### config.mk
export PLATFORM = sky130hd
export DESIGN_NAME = riff_info_list_parser
export DESIGN_NICKNAME = d
export VERILOG_FILES = /design/src/rtl/rilp_pkg.sv /design/src/rtl/rilp_front.sv /design/src/rtl/rilp_fifo.sv /design/src/rtl/rilp_back.sv /design/src/rtl/riff_info_list_parser.sv
export SDC_FILE = /design/constraint.sdc
export NUM_CORES = 1
export LEC_CHECK = 0
export ABC_CLOCK_PERIOD_IN_PS = 8700
export BUFFER_PORTS_ARGS = -buffer_cell sky130_fd_sc_hd__buf_2
export CAP_MARGIN = 20
export CORE_MARGIN = 4
export CORE_UTILIZATION = 65
export DETAILED_ROUTE_END_ITERATION = 8
export PLACE_DENSITY = 0.89
export SETUP_SLACK_MARGIN = 0.15
export SLEW_MARGIN = 15
export SYNTH_ARGS = -nofsm -noshare
export SYNTH_HDL_FRONTEND = slang
export SYNTH_SLANG_ARGS = --single-unit
### constraint.sdc
create_clock -name clk_i -period 8.7 [get_ports clk_i]
set_clock_uncertainty 0.1 [all_clocks]
set_input_delay 1.74 -clock clk_i [delete_from_list [all_inputs] [get_ports clk_i]]
set_output_delay 1.74 -clock clk_i [all_outputs]
set_load 0.01 [all_outputs]
### src/rtl/rilp_pkg.sv
// Shared types, constants and the tag classifier of the RIFF INFO list parser.
package rilp_pkg;

  typedef enum logic [2:0] {
    PH_SIG  = 3'd0,
    PH_HDR  = 3'd1,
    PH_ID   = 3'd2,
    PH_LEN  = 3'd3,
    PH_DATA = 3'd4,
    PH_PAD  = 3'd5,
    PH_DEAD = 3'd6
  } phase_e;

  localparam logic [1:0] StatusOk     = 2'd0;
  localparam logic [1:0] StatusBadSig = 2'd1;
  localparam logic [1:0] StatusTrunc  = 2'd2;

  localparam logic KindPayload = 1'b0;
  localparam logic KindStatus  = 1'b1;

  localparam logic [31:0] SigList = "LIST";

  localparam logic [7:0] AsciiMax   = 8'h7F;
  localparam logic [7:0] Lead2Lo    = 8'hC0;
  localparam logic [7:0] Lead2Hi    = 8'hDF;
  localparam logic [7:0] Lead3Lo    = 8'hE0;
  localparam logic [7:0] Lead3Hi    = 8'hEF;
  localparam logic [7:0] Lead4Lo    = 8'hF0;
  localparam logic [7:0] Lead4Hi    = 8'hF7;
  localparam logic [7:0] ContLo     = 8'h80;
  localparam logic [7:0] ContHi     = 8'hBF;

  localparam logic [4:0] TagUnknown = 5'd0;
  localparam logic [4:0] TagArtist  = 5'd1;
  localparam logic [4:0] TagTitle   = 5'd2;
  localparam logic [4:0] TagAlbum   = 5'd3;
  localparam logic [4:0] TagYear    = 5'd4;
  localparam logic [4:0] TagGenre   = 5'd5;
  localparam logic [4:0] TagRating  = 5'd6;
  localparam logic [4:0] TagComment = 5'd7;
  localparam logic [4:0] TagLabel   = 5'd8;
  localparam logic [4:0] TagTrack   = 5'd9;
  localparam logic [4:0] TagMusic   = 5'd10;
  localparam logic [4:0] TagWriter  = 5'd11;
  localparam logic [4:0] TagProd    = 5'd12;
  localparam logic [4:0] TagEng     = 5'd13;
  localparam logic [4:0] TagCopy    = 5'd14;
  localparam logic [4:0] TagSource  = 5'd15;
  localparam logic [4:0] TagCount   = 5'd16;
  localparam logic [4:0] TagUrl     = 5'd17;
  localparam logic [4:0] TagToc     = 5'd18;

  // One queue entry holds everything a single input byte produces.
  typedef struct packed {
    logic       has_data;
    logic [4:0] tag_code;
    logic [7:0] value_byte;
    logic       item_end;
    logic       text_is_utf8;
    logic       has_status;
    logic [1:0] status;
  } entry_t;

  function automatic logic [7:0] sig_char(input logic [1:0] idx);
    logic [7:0] c;
    case (idx)
      2'd0:    c = SigList[31:24];
      2'd1:    c = SigList[23:16];
      2'd2:    c = SigList[15:8];
      default: c = SigList[7:0];
    endcase
    return c;
  endfunction

  function automatic logic [4:0] classify(input logic [31:0] id);
    logic [4:0] t;
    case (id)
      "IART":  t = TagArtist;
      "INAM":  t = TagTitle;
      "IPRD":  t = TagAlbum;
      "ICRD":  t = TagYear;
      "IGNR":  t = TagGenre;
      "IRTD":  t = TagRating;
      "ICMT":  t = TagComment;
      "IDST":  t = TagLabel;
      "TORG":  t = TagLabel;
      "IPRT":  t = TagTrack;
      "ITRK":  t = TagTrack;
      "TRCK":  t = TagTrack;
      "IMUS":  t = TagMusic;
      "IWRI":  t = TagWriter;
      "IPRO":  t = TagProd;
      "IENG":  t = TagEng;
      "ICOP":  t = TagCopy;
      "ISRF":  t = TagSource;
      "ICNT":  t = TagCount;
      "IURL":  t = TagUrl;
      "ITOC":  t = TagToc;
      default: t = TagUnknown;
    endcase
    return t;
  endfunction

endpackage

### src/rtl/rilp_front.sv
// Front stage: walks the chunk structure byte by byte and builds queue entries.
module rilp_front (
  input  logic                clk_i,
  input  logic                rst_ni,
  input  logic                in_valid_i,
  output logic                in_ready_o,
  input  logic [7:0]          data_byte_i,
  input  logic                buf_end_i,
  input  logic                q_full_i,
  output logic                q_push_o,
  output rilp_pkg::entry_t    q_entry_o
);

  rilp_pkg::phase_e phase_q, phase_d;
  logic [2:0]  field_count_q, field_count_d;
  logic [23:0] id_shift_q, id_shift_d;
  logic [30:0] remaining_len_q, remaining_len_d;
  logic        odd_pad_q, odd_pad_d;
  logic [4:0]  current_tag_q, current_tag_d;
  logic        sig_bad_q, sig_bad_d;
  logic [1:0]  utf_pending_q, utf_pending_d;
  logic        utf_seen_high_q, utf_seen_high_d;
  logic        utf_failed_q, utf_failed_d;
  logic        utf_stopped_q, utf_stopped_d;
  logic        accept;

  assign in_ready_o = !q_full_i;
  assign accept     = in_valid_i && in_ready_o;

  always_ff @(posedge clk_i or negedge rst_ni) begin
    if (!rst_ni) begin
      phase_q         <= rilp_pkg::PH_SIG;
      field_count_q   <= '0;
      id_shift_q      <= '0;
      remaining_len_q <= '0;
      odd_pad_q       <= 1'b0;
      current_tag_q   <= '0;
      sig_bad_q       <= 1'b0;
      utf_pending_q   <= '0;
      utf_seen_high_q <= 1'b0;
      utf_failed_q    <= 1'b0;
      utf_stopped_q   <= 1'b0;
    end else begin
      phase_q         <= phase_d;
      field_count_q   <= field_count_d;
      id_shift_q      <= id_shift_d;
      remaining_len_q <= remaining_len_d;
      odd_pad_q       <= odd_pad_d;
      current_tag_q   <= current_tag_d;
      sig_bad_q       <= sig_bad_d;
      utf_pending_q   <= utf_pending_d;
      utf_seen_high_q <= utf_seen_high_d;
      utf_failed_q    <= utf_failed_d;
      utf_stopped_q   <= utf_stopped_d;
    end
  end

  always_comb begin
    logic [7:0]  b;
    logic [31:0] full_len;
    logic        end_item;
    logic [1:0]  st;

    b               = data_byte_i;
    full_len        = {b, remaining_len_q[23:0]};
    end_item        = (remaining_len_q <= 31'd1);
    st              = rilp_pkg::StatusOk;
    phase_d         = phase_q;
    field_count_d   = field_count_q;
    id_shift_d      = id_shift_q;
    remaining_len_d = remaining_len_q;
    odd_pad_d       = odd_pad_q;
    current_tag_d   = current_tag_q;
    sig_bad_d       = sig_bad_q;
    utf_pending_d   = utf_pending_q;
    utf_seen_high_d = utf_seen_high_q;
    utf_failed_d    = utf_failed_q;
    utf_stopped_d   = utf_stopped_q;
    q_entry_o       = '0;

    if (accept) begin
      case (phase_q)
        rilp_pkg::PH_SIG: begin
          sig_bad_d     = sig_bad_q || (b != rilp_pkg::sig_char(field_count_q[1:0]));
          field_count_d = field_count_q + 3'd1;
          if (field_count_q == 3'd3) begin
            field_count_d = '0;
            phase_d       = sig_bad_d ? rilp_pkg::PH_DEAD : rilp_pkg::PH_HDR;
          end
        end
        rilp_pkg::PH_HDR: begin
          field_count_d = field_count_q + 3'd1;
          if (field_count_q == 3'd7) begin
            field_count_d = '0;
            phase_d       = rilp_pkg::PH_ID;
          end
        end
        rilp_pkg::PH_ID: begin
          id_shift_d    = {id_shift_q[15:0], b};
          field_count_d = field_count_q + 3'd1;
          if (field_count_q == 3'd3) begin
            field_count_d   = '0;
            current_tag_d   = rilp_pkg::classify({id_shift_q, b});
            remaining_len_d = '0;
            phase_d         = rilp_pkg::PH_LEN;
          end
        end
        rilp_pkg::PH_LEN: begin
          field_count_d = field_count_q + 3'd1;
          case (field_count_q[1:0])
            2'd0:    remaining_len_d[7:0]   = b;
            2'd1:    remaining_len_d[15:8]  = b;
            2'd2:    remaining_len_d[23:16] = b;
            default: begin
              field_count_d = '0;
              if (full_len[31] || (full_len[30:0] == 31'd0)) begin
                remaining_len_d = '0;
                phase_d         = rilp_pkg::PH_ID;
              end else begin
                remaining_len_d = full_len[30:0];
                odd_pad_d       = full_len[0];
                utf_pending_d   = '0;
                utf_seen_high_d = 1'b0;
                utf_failed_d    = 1'b0;
                utf_stopped_d   = 1'b0;
                phase_d         = rilp_pkg::PH_DATA;
              end
            end
          endcase
        end
        rilp_pkg::PH_DATA: begin
          if (!utf_stopped_q) begin
            if (b == 8'd0) begin
              if (utf_pending_q != 2'd0) begin
                utf_failed_d = 1'b1;
              end
              utf_pending_d = '0;
              utf_stopped_d = 1'b1;
            end else if (utf_pending_q != 2'd0) begin
              if (b inside {[rilp_pkg::ContLo:rilp_pkg::ContHi]}) begin
                utf_pending_d = utf_pending_q - 2'd1;
              end else begin
                utf_failed_d  = 1'b1;
                utf_pending_d = '0;
                utf_stopped_d = 1'b1;
              end
            end else if (b > rilp_pkg::AsciiMax) begin
              utf_seen_high_d = 1'b1;
              if (b inside {[rilp_pkg::Lead2Lo:rilp_pkg::Lead2Hi]}) begin
                utf_pending_d = 2'd1;
              end else if (b inside {[rilp_pkg::Lead3Lo:rilp_pkg::Lead3Hi]}) begin
                utf_pending_d = 2'd2;
              end else if (b inside {[rilp_pkg::Lead4Lo:rilp_pkg::Lead4Hi]}) begin
                utf_pending_d = 2'd3;
              end else begin
                utf_failed_d  = 1'b1;
                utf_stopped_d = 1'b1;
              end
            end
          end
          remaining_len_d         = end_item ? 31'd0 : remaining_len_q - 31'd1;
          q_entry_o.has_data      = 1'b1;
          q_entry_o.tag_code      = current_tag_q;
          q_entry_o.value_byte    = b;
          q_entry_o.item_end      = end_item;
          q_entry_o.text_is_utf8  = end_item && utf_seen_high_d && !utf_failed_d &&
                                    (utf_pending_d == 2'd0);
          if (end_item) begin
            phase_d = odd_pad_q ? rilp_pkg::PH_PAD : rilp_pkg::PH_ID;
          end
        end
        rilp_pkg::PH_PAD: begin
          phase_d = rilp_pkg::PH_ID;
        end
        default: begin
        end
      endcase

      if (buf_end_i) begin
        if (phase_d inside {rilp_pkg::PH_SIG, rilp_pkg::PH_DEAD}) begin
          st = rilp_pkg::StatusBadSig;
        end else if ((phase_d == rilp_pkg::PH_ID && field_count_d != 3'd0) ||
                     (phase_d inside {rilp_pkg::PH_LEN, rilp_pkg::PH_DATA})) begin
          st = rilp_pkg::StatusTrunc;
        end
        q_entry_o.has_status = 1'b1;
        q_entry_o.status     = st;
        phase_d         = rilp_pkg::PH_SIG;
        field_count_d   = '0;
        id_shift_d      = '0;
        remaining_len_d = '0;
        odd_pad_d       = 1'b0;
        current_tag_d   = '0;
        sig_bad_d       = 1'b0;
        utf_pending_d   = '0;
        utf_seen_high_d = 1'b0;
        utf_failed_d    = 1'b0;
        utf_stopped_d   = 1'b0;
      end
    end
  end

  assign q_push_o = accept && (q_entry_o.has_data || q_entry_o.has_status);

  a_status_on_end: assert property (@(posedge clk_i) disable iff (!rst_ni)
    (q_push_o && q_entry_o.has_status) |-> (accept && buf_end_i))
    else $error("Status entry pushed without an end-of-buffer byte.");

  a_restart: assert property (@(posedge clk_i) disable iff (!rst_ni)
    (accept && buf_end_i) |=> (phase_q == rilp_pkg::PH_SIG && field_count_q == 3'd0))
    else $error("Parser did not restart after the end of the buffer.");

  a_data_phase: assert property (@(posedge clk_i) disable iff (!rst_ni)
    (q_push_o && q_entry_o.has_data) |-> (phase_q == rilp_pkg::PH_DATA))
    else $error("Payload entry pushed outside the payload phase.");

endmodule

### src/rtl/rilp_fifo.sv
// Small entry queue that decouples the parsing front stage from the output stage.
module rilp_fifo #(
  parameter int unsigned Depth = 2
) (
  input  logic             clk_i,
  input  logic             rst_ni,
  input  logic             push_i,
  input  rilp_pkg::entry_t wdata_i,
  input  logic             pop_i,
  output rilp_pkg::entry_t rdata_o,
  output logic             full_o,
  output logic             empty_o
);

  localparam int unsigned PtrW = (Depth > 1) ? $clog2(Depth) : 1;
  localparam int unsigned CntW = $clog2(Depth + 1);
  localparam logic [PtrW-1:0] LastPtr = PtrW'(Depth - 1);
  localparam logic [CntW-1:0] FullCnt = CntW'(Depth);

  rilp_pkg::entry_t mem_q [Depth];
  logic [PtrW-1:0] wr_ptr_q, wr_ptr_d;
  logic [PtrW-1:0] rd_ptr_q, rd_ptr_d;
  logic [CntW-1:0] count_q, count_d;

  assign full_o  = (count_q == FullCnt);
  assign empty_o = (count_q == '0);
  assign rdata_o = mem_q[rd_ptr_q];

  always_comb begin
    wr_ptr_d = wr_ptr_q;
    rd_ptr_d = rd_ptr_q;
    count_d  = count_q;
    if (push_i) begin
      wr_ptr_d = (wr_ptr_q == LastPtr) ? '0 : wr_ptr_q + PtrW'(1);
    end
    if (pop_i) begin
      rd_ptr_d = (rd_ptr_q == LastPtr) ? '0 : rd_ptr_q + PtrW'(1);
    end
    if (push_i && !pop_i) begin
      count_d = count_q + CntW'(1);
    end else if (pop_i && !push_i) begin
      count_d = count_q - CntW'(1);
    end
  end

  always_ff @(posedge clk_i or negedge rst_ni) begin
    if (!rst_ni) begin
      wr_ptr_q <= '0;
      rd_ptr_q <= '0;
      count_q  <= '0;
    end else begin
      wr_ptr_q <= wr_ptr_d;
      rd_ptr_q <= rd_ptr_d;
      count_q  <= count_d;
    end
  end

  always_ff @(posedge clk_i) begin
    if (push_i) begin
      mem_q[wr_ptr_q] <= wdata_i;
    end
  end

  a_no_overflow: assert property (@(posedge clk_i) disable iff (!rst_ni)
    !(push_i && full_o))
    else $error("Push into a full queue.");

  a_no_underflow: assert property (@(posedge clk_i) disable iff (!rst_ni)
    !(pop_i && empty_o))
    else $error("Pop from an empty queue.");

  a_count_range: assert property (@(posedge clk_i) disable iff (!rst_ni)
    count_q <= FullCnt)
    else $error("Queue count beyond its depth.");

endmodule

### src/rtl/rilp_back.sv
// Back stage: expands queue entries into result items behind an output register.
module rilp_back (
  input  logic             clk_i,
  input  logic             rst_ni,
  input  rilp_pkg::entry_t q_entry_i,
  input  logic             q_empty_i,
  output logic             q_pop_o,
  output logic             out_valid_o,
  input  logic             out_ready_i,
  output logic             kind_o,
  output logic [4:0]       tag_code_o,
  output logic [7:0]       value_byte_o,
  output logic             item_end_o,
  output logic             text_is_utf8_o,
  output logic [1:0]       status_o,
  output logic             run_last_o
);

  logic       valid_q, valid_d;
  logic       kind_q, kind_d;
  logic [4:0] tag_q, tag_d;
  logic [7:0] value_q, value_d;
  logic       item_end_q, item_end_d;
  logic       utf8_q, utf8_d;
  logic [1:0] status_q, status_d;
  logic       run_last_q, run_last_d;
  logic       sec_q, sec_d;
  logic [1:0] sec_status_q, sec_status_d;
  logic       load;

  assign load    = !valid_q || out_ready_i;
  assign q_pop_o = load && !sec_q && !q_empty_i;

  always_comb begin
    valid_d      = valid_q;
    kind_d       = kind_q;
    tag_d        = tag_q;
    value_d      = value_q;
    item_end_d   = item_end_q;
    utf8_d       = utf8_q;
    status_d     = status_q;
    run_last_d   = run_last_q;
    sec_d        = sec_q;
    sec_status_d = sec_status_q;
    if (load) begin
      if (sec_q) begin
        valid_d    = 1'b1;
        kind_d     = rilp_pkg::KindStatus;
        tag_d      = '0;
        value_d    = '0;
        item_end_d = 1'b0;
        utf8_d     = 1'b0;
        status_d   = sec_status_q;
        run_last_d = 1'b1;
        sec_d      = 1'b0;
      end else if (!q_empty_i) begin
        valid_d = 1'b1;
        if (q_entry_i.has_data) begin
          kind_d       = rilp_pkg::KindPayload;
          tag_d        = q_entry_i.tag_code;
          value_d      = q_entry_i.value_byte;
          item_end_d   = q_entry_i.item_end;
          utf8_d       = q_entry_i.text_is_utf8;
          status_d     = rilp_pkg::StatusOk;
          run_last_d   = !q_entry_i.has_status;
          sec_d        = q_entry_i.has_status;
          sec_status_d = q_entry_i.status;
        end else begin
          kind_d     = rilp_pkg::KindStatus;
          tag_d      = '0;
          value_d    = '0;
          item_end_d = 1'b0;
          utf8_d     = 1'b0;
          status_d   = q_entry_i.status;
          run_last_d = 1'b1;
        end
      end else begin
        valid_d = 1'b0;
      end
    end
  end

  always_ff @(posedge clk_i or negedge rst_ni) begin
    if (!rst_ni) begin
      valid_q <= 1'b0;
      sec_q   <= 1'b0;
    end else begin
      valid_q <= valid_d;
      sec_q   <= sec_d;
    end
  end

  always_ff @(posedge clk_i) begin
    kind_q       <= kind_d;
    tag_q        <= tag_d;
    value_q      <= value_d;
    item_end_q   <= item_end_d;
    utf8_q       <= utf8_d;
    status_q     <= status_d;
    run_last_q   <= run_last_d;
    sec_status_q <= sec_status_d;
  end

  assign out_valid_o    = valid_q;
  assign kind_o         = kind_q;
  assign tag_code_o     = tag_q;
  assign value_byte_o   = value_q;
  assign item_end_o     = item_end_q;
  assign text_is_utf8_o = utf8_q;
  assign status_o       = status_q;
  assign run_last_o     = run_last_q;

  a_sec_behind_payload: assert property (@(posedge clk_i) disable iff (!rst_ni)
    sec_q |-> (valid_q && kind_q == rilp_pkg::KindPayload && !run_last_q))
    else $error("Pending status result without a payload result ahead of it.");

  a_no_pop_while_sec: assert property (@(posedge clk_i) disable iff (!rst_ni)
    sec_q |-> !q_pop_o)
    else $error("Queue popped while a status result is still pending.");

  a_status_is_last: assert property (@(posedge clk_i) disable iff (!rst_ni)
    (valid_q && kind_q == rilp_pkg::KindStatus) |-> run_last_q)
    else $error("Status result not marked as the last of its byte.");

endmodule

### src/rtl/riff_info_list_parser.sv
// Top level of the RIFF LIST/INFO chunk parser.
// The block takes one buffer byte per clock cycle while the queue is not full, and
// returns the payload bytes of every INFO sub-item tagged with its class, plus one
// status result on the byte marked as the end of the buffer. The front stage parses
// a byte in the cycle it is accepted and places what it produces in a QueueDepth-entry
// queue; the back stage drains that queue through a registered output, one result per
// cycle while out_ready_i is high. A byte's entry is written into the queue, and its
// first result is then loaded into the output register. The sustained rate is one
// byte per cycle without back-pressure, set by the single output register: a payload
// byte that is also marked as the buffer end carries a status result and so yields two
// results. After the end-of-buffer byte the parser returns to the signature phase.
module riff_info_list_parser #(
  parameter int unsigned QueueDepth = 2
) (
  input  logic       clk_i,
  input  logic       rst_ni,
  input  logic       in_valid_i,
  output logic       in_ready_o,
  input  logic [7:0] data_byte_i,
  input  logic       buf_end_i,
  output logic       out_valid_o,
  input  logic       out_ready_i,
  output logic       kind_o,
  output logic [4:0] tag_code_o,
  output logic [7:0] value_byte_o,
  output logic       item_end_o,
  output logic       text_is_utf8_o,
  output logic [1:0] status_o,
  output logic       run_last_o
);

  rilp_pkg::entry_t push_entry;
  rilp_pkg::entry_t pop_entry;
  logic             push;
  logic             pop;
  logic             q_full;
  logic             q_empty;

  rilp_front u_front (
    .clk_i       (clk_i),
    .rst_ni      (rst_ni),
    .in_valid_i  (in_valid_i),
    .in_ready_o  (in_ready_o),
    .data_byte_i (data_byte_i),
    .buf_end_i   (buf_end_i),
    .q_full_i    (q_full),
    .q_push_o    (push),
    .q_entry_o   (push_entry)
  );

  rilp_fifo #(
    .Depth (QueueDepth)
  ) u_fifo (
    .clk_i   (clk_i),
    .rst_ni  (rst_ni),
    .push_i  (push),
    .wdata_i (push_entry),
    .pop_i   (pop),
    .rdata_o (pop_entry),
    .full_o  (q_full),
    .empty_o (q_empty)
  );

  rilp_back u_back (
    .clk_i          (clk_i),
    .rst_ni         (rst_ni),
    .q_entry_i      (pop_entry),
    .q_empty_i      (q_empty),
    .q_pop_o        (pop),
    .out_valid_o    (out_valid_o),
    .out_ready_i    (out_ready_i),
    .kind_o         (kind_o),
    .tag_code_o     (tag_code_o),
    .value_byte_o   (value_byte_o),
    .item_end_o     (item_end_o),
    .text_is_utf8_o (text_is_utf8_o),
    .status_o       (status_o),
    .run_last_o     (run_last_o)
  );

endmodule
==> metrics.cfg, run 1 <==
[status]
outcome=completed

[timing]
rsz0062_at_grt=no
worst_pin_slew_ps=1090
maxSlewHeadroom_pct=27.2
finalSetupViolations=0
finalCritPeriodShare_pct=46.2
setup_slack_ps=4680
max_freq_ghz=0.249
hold_violations=0
slew_violations=0
min_period_ps=4020
tns_ps=0

[clock_tree]
clockBufferDepth=2
cts-htree-levels=4
clock_latency_ps=420
cts_hold_buf=0
cts_made_buffers=17
post_cts_resized=0
cts_sinks=138
clockRootBuffer=clkbuf_16
cts_tree=built
post_cts_buffers=0
clk_pin_slew_ps=60

[synthesis]
synth_warnings=0
synthCells=763
synth_nets=789
synth_top_area_cell=dfrtp_1
synth-edff-count=59
synthDistinctLibCells=75
synth_commonest_cells=dfrtp_1, nor2_1, nand2_1
synth_most_common_cell=dfrtp_1
async_flop_share_pct=57.2
syn_area_per_cell_um2=9.97
ys_top_cells_by_area=dfrtp_1, edfxtp_1, a22o_1
synth_area_mm2=0.00761
ys_seq_area_share_pct=49.3
yosysTopAreaCellShare_pct=26.0
ys_seq_elements=138
ys.flop_type=dfrtp_1

[floorplan]
coreArea_mm2=0.0114
num_rows=39
die_h_um=116
start_util_pct=66.6
dieArea_mm2=0.0135
boundaryPins=34
die_x_um=116

[drt]
drt_first_iter_violations=758
met3_wirelength_mm=1.51
met1_length_mm=8.10
dr_wl_met2_mm=9.79
routed_via_density=6.93
drc_errors=0
highest_layer=met4
wire_per_inst_um=21.7
dr.pass1.iters=5
antenna_left=0
routed_wl_mm=20.3
vias=6471

[global_routing]
grt_pass1_vias=6265
grt_pass1_wl_mm=32.8
grt_max_degree=80
gr-total-overflow=0
antenna_found_initial=0
track_usage_pct=31.7

[cells_and_area]
syn2layout_area_growth_pct=10.6
utilization_pct=73.7
diodes=0
layout-drive-gt1-share_pct=11.1
nets=804

[power_and_ir_drop]
ir_drop_mv=0.327
p_leak_nw=3.45
p_per_area_mw_per_mm2=301

[hold_path]
holdCritPathClass=flop to flop

[flow_run]
drv_cap=0

[place]
post-dp-hpwl_mm=13.8
post-place-ws_ps=4330
port_buffers=33
finalWeightedCongestion=0.996

[critical_path]
slowest_delay_ps=520
critPathSlowestCell=nor3_1
rrSetupSlack_ps=5160
worstSetupPathType=input pin to flop
crit_path_start_kind=input pin
crit_chain=buf_2 -> nor4_1 -> nand4_1 -> nor3_1 -> or3_1 -> o221ai_1 -> nand2b_1 -> o22ai_1
worstPathRequired_ps=8940
crit_fanout=16
critPathCaptureType=flop
worst-endpoint-arrival_ps=4260

-- cells by family (layout without fill, tap and decap cells) --
| family | count (synthesis) | count (layout) | synth area share, % |
|---|---|---|---|
| AND/OR/NAND/NOR | 304 | 304 | 21.9 |
| adder cells (fa/ha/maj) | 13 | 13 | 2.14 |
| AO/OA/AOI/OAI | 198 | 198 | 18.8 |
| XOR/XNOR | 10 | 10 | 1.15 |
| buffers and inverters | 79 | 107 | 4.03 |
| flip-flops | 138 | 138 | 49.3 |
| multiplexers | 21 | 21 | 2.78 |
-- metrics by stage --
stage | instances | power [mW] | hold WS, ps | cell area [um^2]
floorplan | 763 | 1.57 | 341 | 7610
detailed placement | 901 | 1.82 | 367 | 7820
finish | 934 | 2.53 | 384 | 8410
global placement | 901 | 1.78 | 354 | 7820
CTS | 933 | 2.52 | 381 | 8380
global route | 934 | 2.66 | 414 | 8410
-- layout make-up --
cell class	count	area (um^2)
inverter	38	143
multi-input combinational	546	3560
clock buffer	21	440
clock inverter	11	125
tap	143	179
sequential	138	3750
timing repair buffer	37	218
fill	807	3010
-- routing by layer --
layer	track usage, %	up-vias
met1	41.6	3132
met2	51.3	343
met4	16.0	0
li1	-	2920
met3	4.92	76
met5	0	-
-- flip-flops by register name (all words and copies together) (netlist names), 2 cells and up --
name and cells:
u_back.status_o 2, u_front.id_shift_q 24, u_back.tag_code_o 5, u_fifo.count_q 2, u_fifo.mem_q 38, u_front.current_tag_q 5
u_back.sec_status_q 2, u_front.field_count_q 3, u_front.utf_pending_q 2, u_back.value_byte_o 8, u_front.phase_q 3, u_front.remaining_len_q 31
-- final timing paths --
path | cells after the start | startpoint | to
setup reg to reg | 7 | u_front.phase_q[2] | u_front.remaining_len_q[11]
hold reg to reg | 1 | u_front.current_tag_q[2] | u_front.current_tag_q[2]
setup / recovery | 8 | data_byte_i[3] | u_front.remaining_len_q[21]
hold / removal | 1 | u_front.current_tag_q[2] | u_front.current_tag_q[2]
min in group asynchronous | 1 | rst_ni | u_front.remaining_len_q[4]
max in group asynchronous | 2 | rst_ni | u_front.current_tag_q[1]
-- cells in the final DEF (no fill, tap or decap), types with 8 or more instances in the layout --
cell type | Yosys | routed
dfrtp_1 | 79 | 79
nor2_1 | 67 | 67
nand2_1 | 62 | 62
edfxtp_1 | 59 | 59
inv_1 | 38 | 38
buf_2 | 2 | 32
o21ai_0 | 31 | 31
a22o_1 | 31 | 31
nor3_1 | 29 | 28
a21oi_1 | 25 | 25
nand3_1 | 22 | 22
mux2i_1 | 20 | 20
nor4_1 | 19 | 19
and3_1 | 18 | 18
clkbuf_16 | 0 | 17
o22ai_1 | 16 | 16
a32oi_1 | 14 | 14
ha_1 | 13 | 13
nand2b_1 | 12 | 12
nor2b_1 | 10 | 10
a22oi_1 | 10 | 10
o31ai_1 | 9 | 9
nand4_1 | 9 | 9
and2_1 | 8 | 8
-- critical path, delay by kind of cell --
| family | cells | cell delay, ps |
|---|---|---|
| AND/OR/NAND/NOR | 5 | 1660 |
| AO/OA/AOI/OAI | 2 | 640 |
| buffers and inverters | 1 | 220 |
-- report_power, final --
group	internal [mW]	switching, mW	leakage [nW]
combinational	0.318	0.536	1.55
sequential	0.841	0.141	1.64
clock	0.421	0.274	0.260
total	1.58	0.950	3.45
(Power assumes the default switching activity.)
==> run 2: changes to the inputs <==
Settings changed: ABC_AREA from default to 1, ABC_CLOCK_PERIOD_IN_PS 8700 to 4059, CORE_UTILIZATION 65 to 62, PLACE_DENSITY 0.89 to 0.85.
Clock period 8.7 ns to 4.06 ns, I/O delays scaled along.
==> run 2 against run 1 <==
  * Utilization down 3.5 points
  * Sequential share of layout area shrank 2.2 points
  * Sequential power grew 100%
  * Wire length is 1.3% lower
  * Global-route usage down 3.1 points
  * Critical endpoint is now u_fifo.mem_q[1][7]
  * Largest power group unchanged
==> metrics.cfg, run 2 <==
[synthesis]
synth_nets=1042  ; +32%
ys_seq_area_share_pct=46.8  ; -2.5 points
synthAdderAreaFrac_pct=2.03  ; -0.11 points
synth_compound_area_share_pct=11.2  ; -7.6 points
synthXorXnorAreaFrac_pct=2.62  ; +1.5 points
synth-edff-count=59  ; unchanged
ys.flop_type=dfrtp_1
synth.area.mux_share_pct=0.125  ; -2.7 points
synth_area_mm2=0.00802  ; +5.4%
synth_warnings=0  ; unchanged
synth_top_family_by_area=simple AND/OR/NAND/NOR gates
synth_commonest_cells=nand2_1, nor2_1, inv_1
synth_most_common_cell=nand2_1
synth_simple_gate_area_share_pct=29.6  ; +7.7 points
syn_area_per_cell_um2=7.89  ; -21%
ys_seq_elements=138  ; unchanged
synth_top_area_cell=dfrtp_1
synthCells=1016  ; +33%
ys_top_cells_by_area=dfrtp_1, edfxtp_1, nand2_1
async_flop_share_pct=57.2  ; unchanged
yosysTopAreaCellShare_pct=24.7  ; -1.3 points
synthDistinctLibCells=49  ; -35%

[place]
post-dp-hpwl_mm=14.3  ; +4.0%
dp_cells=1203  ; +34%
port_buffers=33  ; unchanged
finalWeightedCongestion=0.974  ; -2.2%

[global_routing]
gr-total-overflow=0  ; unchanged
grt_pass1_wl_mm=33.0  ; +0.63%
grt_max_degree=67  ; -16%
track_usage_pct=28.6  ; -3.1 points
grt_pass1_vias=6642  ; +6.0%
antenna_found_initial=0  ; unchanged

[cells_and_area]
diodes=0  ; unchanged
nets=1076  ; +34%
top_regs=u_fifo.mem_q: 38 flops, u_front.remaining_len_q: 31 flops, u_front.id_shift_q: 24 flops
largest_reg_flops=38  ; unchanged
final_cell_mix=nand2_1, nor2_1, inv_1, dfrtp_1, nand3_1
layout_commonest_cell=nand2_1
final_cells=1235  ; +32%
regMostFlops=u_fifo.mem_q
syn2layout_area_growth_pct=10.5  ; about the same
layout-drive-gt1-share_pct=9.69  ; -1.4 points

[drt]
wire_per_inst_um=16.2  ; -25%
antenna_left=0  ; unchanged
routed_via_density=5.84  ; -16%
dr.pass1.iters=7  ; +2
drt_first_iter_violations=820  ; +8.2%
routed_wl_mm=20.0  ; -1.3%
drc_errors=0  ; unchanged
vias=7214  ; +11%

[timing]
maxSlewHeadroom_pct=35.8  ; +8.6 points
worst_pin_slew_ps=964  ; -129 ps
finalSetupViolations=0  ; unchanged
tns_ps=0  ; unchanged
min_period_ps=2690
rsz0062_at_grt=no
slew_violations=0  ; unchanged
hold_violations=0  ; unchanged
max_freq_ghz=0.372
finalCritPeriodShare_pct=66.3

[power_and_ir_drop]
p_leak_nw=4.03  ; +17%
p_total_mw=5.41  ; +110%
ir_drop_mv=0.330  ; +1.1%
p_per_area_mw_per_mm2=611  ; +100%

[critical_path]
crit_path_frequent_cell=inv_1
slowest_delay_ps=550  ; +30 ps
r2r-end=u_fifo.mem_q[1][7]
worst-endpoint-arrival_ps=2650  ; -1610 ps
crit_path_start_kind=input pin
crit_fanout=20  ; +4
crit_chain=buf_2 -> inv_1 -> nor2_1 -> inv_1 -> nand2_1 -> nand2_1 -> inv_1
worstSetupPathType=input pin to flop
r2r-start=u_fifo.count_q[0]
worstPathRequired_ps=4020  ; -4920 ps
r2r_cells=8  ; +1
rrSetupSlack_ps=1410  ; -3750 ps
critPathCaptureType=flop
critPathSlowestCell=inv_1

[clock_tree]
clock_latency_ps=430  ; about the same
cts-htree-levels=4  ; unchanged
cts_tree=built
post_cts_resized=0  ; unchanged
post_cts_buffers=0  ; unchanged
cts_made_buffers=17  ; unchanged
cts_hold_buf=0  ; unchanged
clk_pin_slew_ps=60  ; about the same
cts_sinks=138  ; unchanged
clockRootBuffer=clkbuf_16
clockBufferDepth=2  ; unchanged

[floorplan]
die_h_um=122  ; +4.8%
num_rows=41  ; +5.1%
boundaryPins=34  ; unchanged
coreArea_mm2=0.0126  ; +11%
die_x_um=122  ; +4.8%
dieArea_mm2=0.0148  ; +9.7%
start_util_pct=63.5  ; -3.1 points

[status]
outcome=completed

[hold_path]
holdCritPathClass=input pin to async pin

[flow_run]
drv_cap=0  ; unchanged

[run 2: area by class of cell]
cell class | count | area [um^2]
fill | 960 | 3760
sequential | 138 | 3750
multi-input combinational | 726 | 3650
inverter | 133 | 500
clock buffer | 19 | 433
tap | 172 | 215
timing repair buffer | 34 | 175
clock inverter | 13 | 131
[run 2: cell families (layout without fill, tap and decap cells)]
kind of cell	count (synthesis)	after routing
simple gates	539	539
flops	138	138
buf+inv	152	199
fa+ha+maj	13	13
mux	1	1
compound gates	149	149
xor+xnor	24	24
[run 2: worst max-delay path: cells and delay by family]
family                 cells  cell delay, ps
buffers and inverters      4            1310
and+or+nand+nor            3             510
[run 2: where the power goes]
group | internal [mW] | switching [mW] | leakage [nW]
clock | 0.855 | 0.621 | 0.267
combinational | 0.613 | 1.32 | 2.12
sequential | 1.82 | 0.180 | 1.64
[run 2: per-stage QoR]
step / util, % / setup slack, ps / hold WS (ps) / cell area [um^2]
finish: 70.2 / 1370 / 377 / 8860
global route: 70.2 / 1160 / 415 / 8860
CTS: 70.2 / 1410 / 387 / 8860
detailed placement: 65.7 / 965 / 374 / 8290
global placement: 65.7 / 1020 / 371 / 8290
floorplan: - / 1730 / 349 / 8020
[run 2: per-layer routing]
metal  up-vias  routed length [um]  global-route usage, %
li1       3455                   -                      -
met1      3335                8400                   39.4
met2       372                9220                   44.0
met3        52                1880                   7.20
met4         0                 502                   10.5
met5         -                   0                      0
[run 2: how the worst max path moves through the flow]
stage | startpoint | end | slack [ps] | depth (start not counted)
finish | buf_end_i | u_fifo.mem_q[1][7] | 1370 | 7
global route | u_fifo.count_q[0] | u_fifo.mem_q[1][7] | 1160 | 8
global placement | buf_end_i | u_fifo.mem_q[1][13] | 1020 | 7
CTS | buf_end_i | u_fifo.mem_q[1][5] | 1410 | 7
detailed placement | buf_end_i | u_fifo.mem_q[1][17] | 970 | 7
floorplan | out_ready_i | u_back.item_end_o | 1730 | 2
